===== config.mk =====
export PLATFORM = sky130hd
export DESIGN_NAME = positional_list_engine_unit
export DESIGN_NICKNAME = d
export VERILOG_FILES = /design/src/hw/rtl/ple_pkg.sv /design/src/hw/rtl/positional_list_engine_unit.sv /design/src/hw/rtl/ple_ctrl.sv /design/src/hw/rtl/ple_dp.sv
export SDC_FILE = /design/constraint.sdc
export NUM_CORES = 1
export LEC_CHECK = 0
export BUFFER_PORTS_ARGS = -buffer_cell sky130_fd_sc_hd__buf_4
export CAP_MARGIN = 20
export CORE_MARGIN = 3
export CORE_UTILIZATION = 45
export CTS_BUF_LIST = sky130_fd_sc_hd__clkbuf_8
export CTS_CLUSTER_DIAMETER = 40
export DETAILED_ROUTE_END_ITERATION = 12
export HOLD_SLACK_MARGIN = 0.06
export PLACE_DENSITY = 0.65
export SYNTH_ARGS = -nofsm -noshare
export SYNTH_HDL_FRONTEND = slang
export SYNTH_SLANG_ARGS = --single-unit

===== constraint.sdc =====
create_clock -name clk -period 7 [get_ports clk]
set_input_delay 2.1 -clock clk [delete_from_list [all_inputs] [get_ports clk]]
set_output_delay 2.1 -clock clk [all_outputs]
set_load 0.05 [all_outputs]

===== src/hw/rtl/ple_pkg.sv =====
`default_nettype none
package ple_pkg;

    localparam int DEPTH = 16;
    localparam int IDX_W = $clog2(DEPTH);
    localparam int CNT_W = 5;

    typedef enum logic [2:0] {
        MODE_INS_FRONT = 3'd0,
        MODE_INS_BACK  = 3'd1,
        MODE_INS_AT    = 3'd2,
        MODE_DEL_FRONT = 3'd3,
        MODE_DEL_BACK  = 3'd4,
        MODE_DEL_AT    = 3'd5,
        MODE_DUMP      = 3'd6
    } ple_mode_t;

    localparam logic [1:0] STAT_OK     = 2'd0;
    localparam logic [1:0] STAT_BADPOS = 2'd1;
    localparam logic [1:0] STAT_FULL   = 2'd2;
    localparam logic [1:0] STAT_EMPTY  = 2'd3;

    typedef enum logic {
        ST_IDLE,
        ST_DUMP
    } ple_state_t;

    typedef struct packed {
        logic [2:0]         mode;
        logic signed [31:0] value;
        logic [7:0]         position;
    } ple_req_t;

    typedef struct packed {
        logic [1:0]         status;
        logic [CNT_W-1:0]   count;
        logic signed [31:0] element;
        logic               last;
    } ple_rsp_t;

    // controller -> datapath
    typedef struct packed {
        logic edit;
        logic dump_begin;
        logic dump_step;
    } ple_cmd_t;

    // datapath -> controller
    typedef struct packed {
        logic empty;
        logic at_last;
    } ple_stat_t;

endpackage
`default_nettype wire


===== src/hw/rtl/positional_list_engine_unit.sv =====
`default_nettype none
// Ordered list of up to DEPTH (16) signed 32-bit values held in a row of shifting
// cells. A request is taken when start is high and busy is low. Every insert or
// delete, and a dump of an empty list, is done in the cycle it is taken and its
// single result word appears on result with result_valid high in the next cycle;
// such requests can be issued every cycle. A dump of a non-empty list raises busy
// and streams one element per cycle, front first, the final word marked by last;
// the dump ends when the dump index counter reaches the last stored element.
// The receiver cannot stall: each word is present for exactly one cycle.
module positional_list_engine_unit (
    input  wire logic              clk,
    input  wire logic              rst_n,
    input  wire logic              start,
    output logic                   busy,
    input  wire ple_pkg::ple_req_t req,
    output logic                   result_valid,
    output ple_pkg::ple_rsp_t      result
);
    import ple_pkg::*;

    ple_cmd_t  cmd;
    ple_stat_t stat;

    ple_ctrl u_ctrl (
        .clk   (clk),
        .rst_n (rst_n),
        .start (start),
        .mode  (req.mode),
        .stat  (stat),
        .busy  (busy),
        .cmd   (cmd)
    );

    ple_dp u_dp (
        .clk          (clk),
        .rst_n        (rst_n),
        .req          (req),
        .cmd          (cmd),
        .stat         (stat),
        .result_valid (result_valid),
        .result       (result)
    );

`ifndef NO_ASSERTIONS
    // a dump in progress emits a word every cycle
    a_dump_streams: assert property (@(posedge clk) disable iff (!rst_n)
        busy |=> result_valid)
        else $error("dump cycle without result word");

    // only dump words can be unmarked, and only while the dump still runs
    a_unmarked_in_dump: assert property (@(posedge clk) disable iff (!rst_n)
        (result_valid && !result.last) |-> busy)
        else $error("unmarked word outside a dump");

    a_count_bound: assert property (@(posedge clk) disable iff (!rst_n)
        result_valid |-> (result.count <= CNT_W'(DEPTH)))
        else $error("count beyond depth");

    // a dump ends on its marked word
    a_dump_end: assert property (@(posedge clk) disable iff (!rst_n)
        $fell(busy) |-> (result_valid && result.last))
        else $error("dump ended without final word");
`endif

endmodule
`default_nettype wire


===== src/hw/rtl/ple_ctrl.sv =====
`default_nettype none
module ple_ctrl (
    input  wire logic              clk,
    input  wire logic              rst_n,
    input  wire logic              start,
    input  wire logic [2:0]        mode,
    input  wire ple_pkg::ple_stat_t stat,
    output logic                   busy,
    output ple_pkg::ple_cmd_t      cmd
);
    import ple_pkg::*;

    ple_state_t state_reg;
    ple_state_t state_next;
    logic       take;
    logic       is_dump;

    assign take    = start && (state_reg == ST_IDLE);
    assign is_dump = (mode == MODE_DUMP);

    always_ff @(posedge clk or negedge rst_n)
    begin
        if (!rst_n)
        begin
            state_reg <= ST_IDLE;
        end
        else
        begin
            state_reg <= state_next;
        end
    end

    always_comb
    begin
        state_next = state_reg;
        case (state_reg)
            ST_IDLE:
            begin
                if (take && is_dump && !stat.empty)
                begin
                    state_next = ST_DUMP;
                end
            end
            ST_DUMP:
            begin
                if (stat.at_last)
                begin
                    state_next = ST_IDLE;
                end
            end
            default:
            begin
                state_next = ST_IDLE;
            end
        endcase
    end

    always_comb
    begin
        busy           = 1'b0;
        cmd.edit       = 1'b0;
        cmd.dump_begin = 1'b0;
        cmd.dump_step  = 1'b0;
        case (state_reg)
            ST_IDLE:
            begin
                // empty-list dump answers like an edit: one word, no walk
                cmd.edit       = take && ((mode inside {MODE_INS_FRONT, MODE_INS_BACK,
                                 MODE_INS_AT, MODE_DEL_FRONT, MODE_DEL_BACK, MODE_DEL_AT})
                                 || (is_dump && stat.empty));
                cmd.dump_begin = take && is_dump && !stat.empty;
            end
            ST_DUMP:
            begin
                busy          = 1'b1;
                cmd.dump_step = 1'b1;
            end
            default:
            begin
                busy = 1'b1;
            end
        endcase
    end

endmodule
`default_nettype wire


===== src/hw/rtl/ple_dp.sv =====
`default_nettype none
module ple_dp (
    input  wire logic              clk,
    input  wire logic              rst_n,
    input  wire ple_pkg::ple_req_t req,
    input  wire ple_pkg::ple_cmd_t cmd,
    output ple_pkg::ple_stat_t     stat,
    output logic                   result_valid,
    output ple_pkg::ple_rsp_t      result
);
    import ple_pkg::*;

    logic signed [31:0] cell_reg [DEPTH];
    logic [CNT_W-1:0]   count_reg;
    logic [CNT_W-1:0]   count_next;
    logic [IDX_W-1:0]   dump_idx_reg;
    logic               result_valid_reg;
    ple_rsp_t           result_reg;

    logic [1:0]         edit_status;
    logic               do_ins;
    logic               do_del;
    logic [IDX_W-1:0]   edit_idx;
    logic [8:0]         pos_ext;
    logic [8:0]         cnt_ext;
    logic               full;
    logic               empty;

    assign pos_ext = {1'b0, req.position};
    assign cnt_ext = 9'(count_reg);
    assign full    = (count_reg >= CNT_W'(DEPTH));
    assign empty   = (count_reg == '0);

    always_comb
    begin
        edit_status = STAT_OK;
        do_ins      = 1'b0;
        do_del      = 1'b0;
        edit_idx    = '0;
        count_next  = count_reg;
        case (req.mode)
            MODE_INS_FRONT, MODE_INS_BACK, MODE_INS_AT:
            begin
                if (req.mode == MODE_INS_AT &&
                    (req.position == 8'd0 || pos_ext > cnt_ext + 9'd1))
                begin
                    edit_status = STAT_BADPOS;
                end
                else if (full)
                begin
                    edit_status = STAT_FULL;
                end
                else
                begin
                    do_ins     = 1'b1;
                    count_next = count_reg + CNT_W'(1);
                end
                if (req.mode == MODE_INS_BACK)
                begin
                    edit_idx = count_reg[IDX_W-1:0];
                end
                else if (req.mode == MODE_INS_AT)
                begin
                    edit_idx = IDX_W'(req.position - 8'd1);
                end
            end
            MODE_DEL_FRONT, MODE_DEL_BACK, MODE_DEL_AT:
            begin
                if (empty)
                begin
                    edit_status = STAT_EMPTY;
                end
                else if (req.mode == MODE_DEL_AT &&
                         (req.position == 8'd0 || pos_ext > cnt_ext))
                begin
                    edit_status = STAT_BADPOS;
                end
                else
                begin
                    do_del     = 1'b1;
                    count_next = count_reg - CNT_W'(1);
                end
                if (req.mode == MODE_DEL_BACK)
                begin
                    edit_idx = IDX_W'(count_reg - CNT_W'(1));
                end
                else if (req.mode == MODE_DEL_AT)
                begin
                    edit_idx = IDX_W'(req.position - 8'd1);
                end
            end
            MODE_DUMP:
            begin
                edit_status = STAT_EMPTY;
            end
            default:
            begin
                edit_status = STAT_OK;
            end
        endcase
    end

    // cells shift as a row: up on insert, down on delete
    always_ff @(posedge clk)
    begin
        if (cmd.edit && do_ins)
        begin
            for (int i = 1; i < DEPTH; i++)
            begin
                if (i == int'(edit_idx))
                begin
                    cell_reg[i] <= req.value;
                end
                else if (i > int'(edit_idx))
                begin
                    cell_reg[i] <= cell_reg[i-1];
                end
            end
            if (edit_idx == '0)
            begin
                cell_reg[0] <= req.value;
            end
        end
        else if (cmd.edit && do_del)
        begin
            for (int i = 0; i < DEPTH - 1; i++)
            begin
                if (i >= int'(edit_idx))
                begin
                    cell_reg[i] <= cell_reg[i+1];
                end
            end
        end
    end

    always_ff @(posedge clk or negedge rst_n)
    begin
        if (!rst_n)
        begin
            count_reg        <= '0;
            dump_idx_reg     <= '0;
            result_valid_reg <= 1'b0;
        end
        else
        begin
            result_valid_reg <= cmd.edit || cmd.dump_step;
            if (cmd.edit)
            begin
                count_reg <= count_next;
            end
            if (cmd.dump_begin)
            begin
                dump_idx_reg <= '0;
            end
            else if (cmd.dump_step)
            begin
                dump_idx_reg <= dump_idx_reg + IDX_W'(1);
            end
        end
    end

    always_ff @(posedge clk)
    begin
        if (cmd.edit)
        begin
            result_reg.status  <= edit_status;
            result_reg.count   <= count_next;
            result_reg.element <= '0;
            result_reg.last    <= 1'b1;
        end
        else if (cmd.dump_step)
        begin
            result_reg.status  <= STAT_OK;
            result_reg.count   <= count_reg;
            result_reg.element <= cell_reg[dump_idx_reg];
            result_reg.last    <= stat.at_last;
        end
    end

    assign stat.empty   = empty;
    assign stat.at_last = (CNT_W'(dump_idx_reg) == count_reg - CNT_W'(1));
    assign result_valid = result_valid_reg;
    assign result       = result_reg;

endmodule
`default_nettype wire

==> flow_summary.toml <==
[run_status]
outcome = "finished, final reports clean"

[floorplan]
rows = 97
ios = 88
start_util = 0.4560
die_x_um = 272.9
die_area_um2 = 74450
core_area_um2 = 70270
die_y_um = 272.9

[power]
leakage_nw = 13.61
power_density_nw_per_um2 = 367.9
total_power_mw = 13.23
peakVddDrop_v = 0.0002942

[cts]
cts_resized = 0
clockBufferDepth = 3
cts_buffers = 106
tritoncts = "done"
htreeDepth = 3
clock_latency_ns = 0.75
clock_sinks = 563
post_cts_buffers = 0
clk_pin_slew_ns = 0.06
root_buffer = "clkbuf_8"
postCtsHoldBufs = 0

[sta]
finalHoldViolCount = 0
setup_tns_ns = 0
worst_pin_slew_ns = 1.122
period_needed_ns = 5.214
rsz0062_at_grt = "false"
fin_worst_skew_ns = 0.03923
fmax_ghz = 0.1918
min_period_over_period = 0.7448
setup_viol = 0
worst_slew_margin_rel = 0.2499
slew_violations = 0

[worst_setup_path]
path_class = "in -> reg"
worstSetupEndpointType = "flop"
crit_path_start = "req[0]"
worst-endpoint-arrival_ns = 5.77
r2r_start = "u_dp.count_reg[0]"
cp-start-kind = "primary input"
cp_data_required_time_ns = 7.56
path_max_fanout = 42

[finish]
fin_nets = 2883
final_cells = 3844
syn_to_final_growth_pct = 12.19
layout-drive-gt1-share = 0.2043
largest_reg_flops = 512

[synth]
yosys-top-cells-area = "edfxtp_1, mux4_2, mux2i_1, nand2_1, nor2_1"
synth_common_cells = "edfxtp_1, nand2_1, nor2_1, mux2i_1, a31oi_1"
yosys_warnings = 0
yosysMostFrequentCell = "edfxtp_1"
synth_top_flop_cell = "edfxtp_1"
avgSynthCellArea_um2 = 11.42
ys_seq_elements = 563
syn_nets = 2867
syn_area_um2 = 32050
async_flop_share = 0.01954
synth_area_leader_cell = "edfxtp_1"
synth_top_area_share = 0.4863
syn_inst = 2805
ys_types = 70
synth-edff-count = 519
ys_seq_area_frac = 0.5155

[routing]
final_antenna_net_count = 0
drt_iter0_markers = 3049
firstDrtPassIters = 7
wl_per_cell_um = 26.24
routed_wl_um = 100900
drc = 0
vias_per_cell = 6.467
num_vias = 24858

[global_routing]
grt_antenna_before_repair = 2
grt_pass1_vias = 24976
grt.total_usage = 0.2698
grt_first_pass_wirelength_um = 154100
gr-total-overflow = 0
grt_max_degree = 102

[placed_design]
io_buffer_count = 87
routabilityCongestion = 0.8428
place.detailed.hpwl_um = 62330
placed_cells = 3650

[hold_path]
hp-class = "reg -> reg"
min-delay-start = "u_dp.result[0]"

[flow_run]
drv_cap = 0
[through the flow]
step           hold WS (ns)  utilization  instance area (µm²)  setup WS, ns
6_report             0.4743       0.5116                35950         1.786
5_1_grt              0.5166       0.5116                35950         1.666
4_1_cts              0.4782       0.5105                35880         1.983
3_5_place_dp         0.4639       0.4805                33770         1.156
3_3_place_gp         0.4560       0.4796                33700         1.226
2_1_floorplan        0.5395            -                32050        0.2514
[cells by family (layout without fill, tap and decap cells)]
logic type               count (synthesis)  count (layout)  share of synthesized area
multiplexers                           451             451                     0.2058
XOR/XNOR                                14              14                   0.004061
flip-flops                             563             563                     0.5155
other                                    0               1                          0
buffers and inverters                  276             374                    0.03861
AND/OR/NAND/NOR                        863             863                     0.1072
adder cells (fa/ha/maj)                 16              16                   0.006247
AO/OA/AOI/OAI                          622             622                     0.1225
[layout by cell type (no fill, tap or decap), drive strengths merged, types with 3 or more instances in the layout]
master and count:
a21o 4, nand3 13, a31oi 164, mux2i 227, nand2b 9, xor2 5, mux2 64, a32oi 3
dfxtp 33, edfxtp 519, nor2 318, a2bb2oi 32, o2bb2ai 33, nand4 6, dfrtp 11, a22oi 33
bufinv 6, nor2b 5, buf 172, inv 43, ha 16, o21ai 147, mux4 160, and2 3
a21oi 114, nor3 12, clkinvlp 5, o22ai 67, clkinv 33, nor3b 7, o211ai 8, clkbuf 115
and3 4, nand2 478, xnor2 9
[metal layers]
metal / vias up / GRT usage / share of wire
met2: 1489 / 0.4322 / 0.47
li1: 10678 / - / -
met1: 12420 / 0.3574 / 0.39
met3: 271 / 0.06067 / 0.098
met4: 0 / 0.1073 / 0.039
met5: - / 0 / 0
[report_power, final]
part / internal, mW / total [mW] / switching (mW)
sequential: 4.47 / 4.99 / 0.517
clock: 1.74 / 3.25 / 1.51
combinational: 2.07 / 4.99 / 2.91
total: 8.28 / 13.2 / 4.94
[critical path, cell delays in order]
cell      delay, ns
buf_4          0.14
inv_1          0.13
ha_1           0.18
xor2_1         0.25
a21oi_1        0.13
o211ai_1       0.69
nand3_2        0.66
o211ai_4       0.86
buf_12         0.29
nor2_1         0.07
a31oi_1        0.19
[path summary, 6_finish.rpt]
kind | to | slack (ns) | depth (start not counted)
max | u_dp.cell_reg[14][17] | 1.79 | 11
min | u_dp.result[0] | 0.47 | 1
max reg2reg | u_dp.cell_reg[2][17] | 2.06 | 11
min reg2reg | u_dp.result[0] | 0.47 | 1
max in group asynchronous | u_dp.count_reg[1] | 5.64 | 1
min in group asynchronous | u_dp.result_valid | 1.19 | 1
[layout make-up]
| type | instances | area (µm²) |
|---|---|---|
| clock inverter | 75 | 526.8 |
| multi-input combinational | 1966 | 14540 |
| tap | 940 | 1176 |
| inverter | 12 | 45.04 |
| timing repair buffer | 172 | 1546 |
| clock buffer | 115 | 1583 |
| sequential | 563 | 16530 |
| fill | 6025 | 34320 |
| antenna | 1 | 2.502 |
Power figures use the tool's default switching activity.
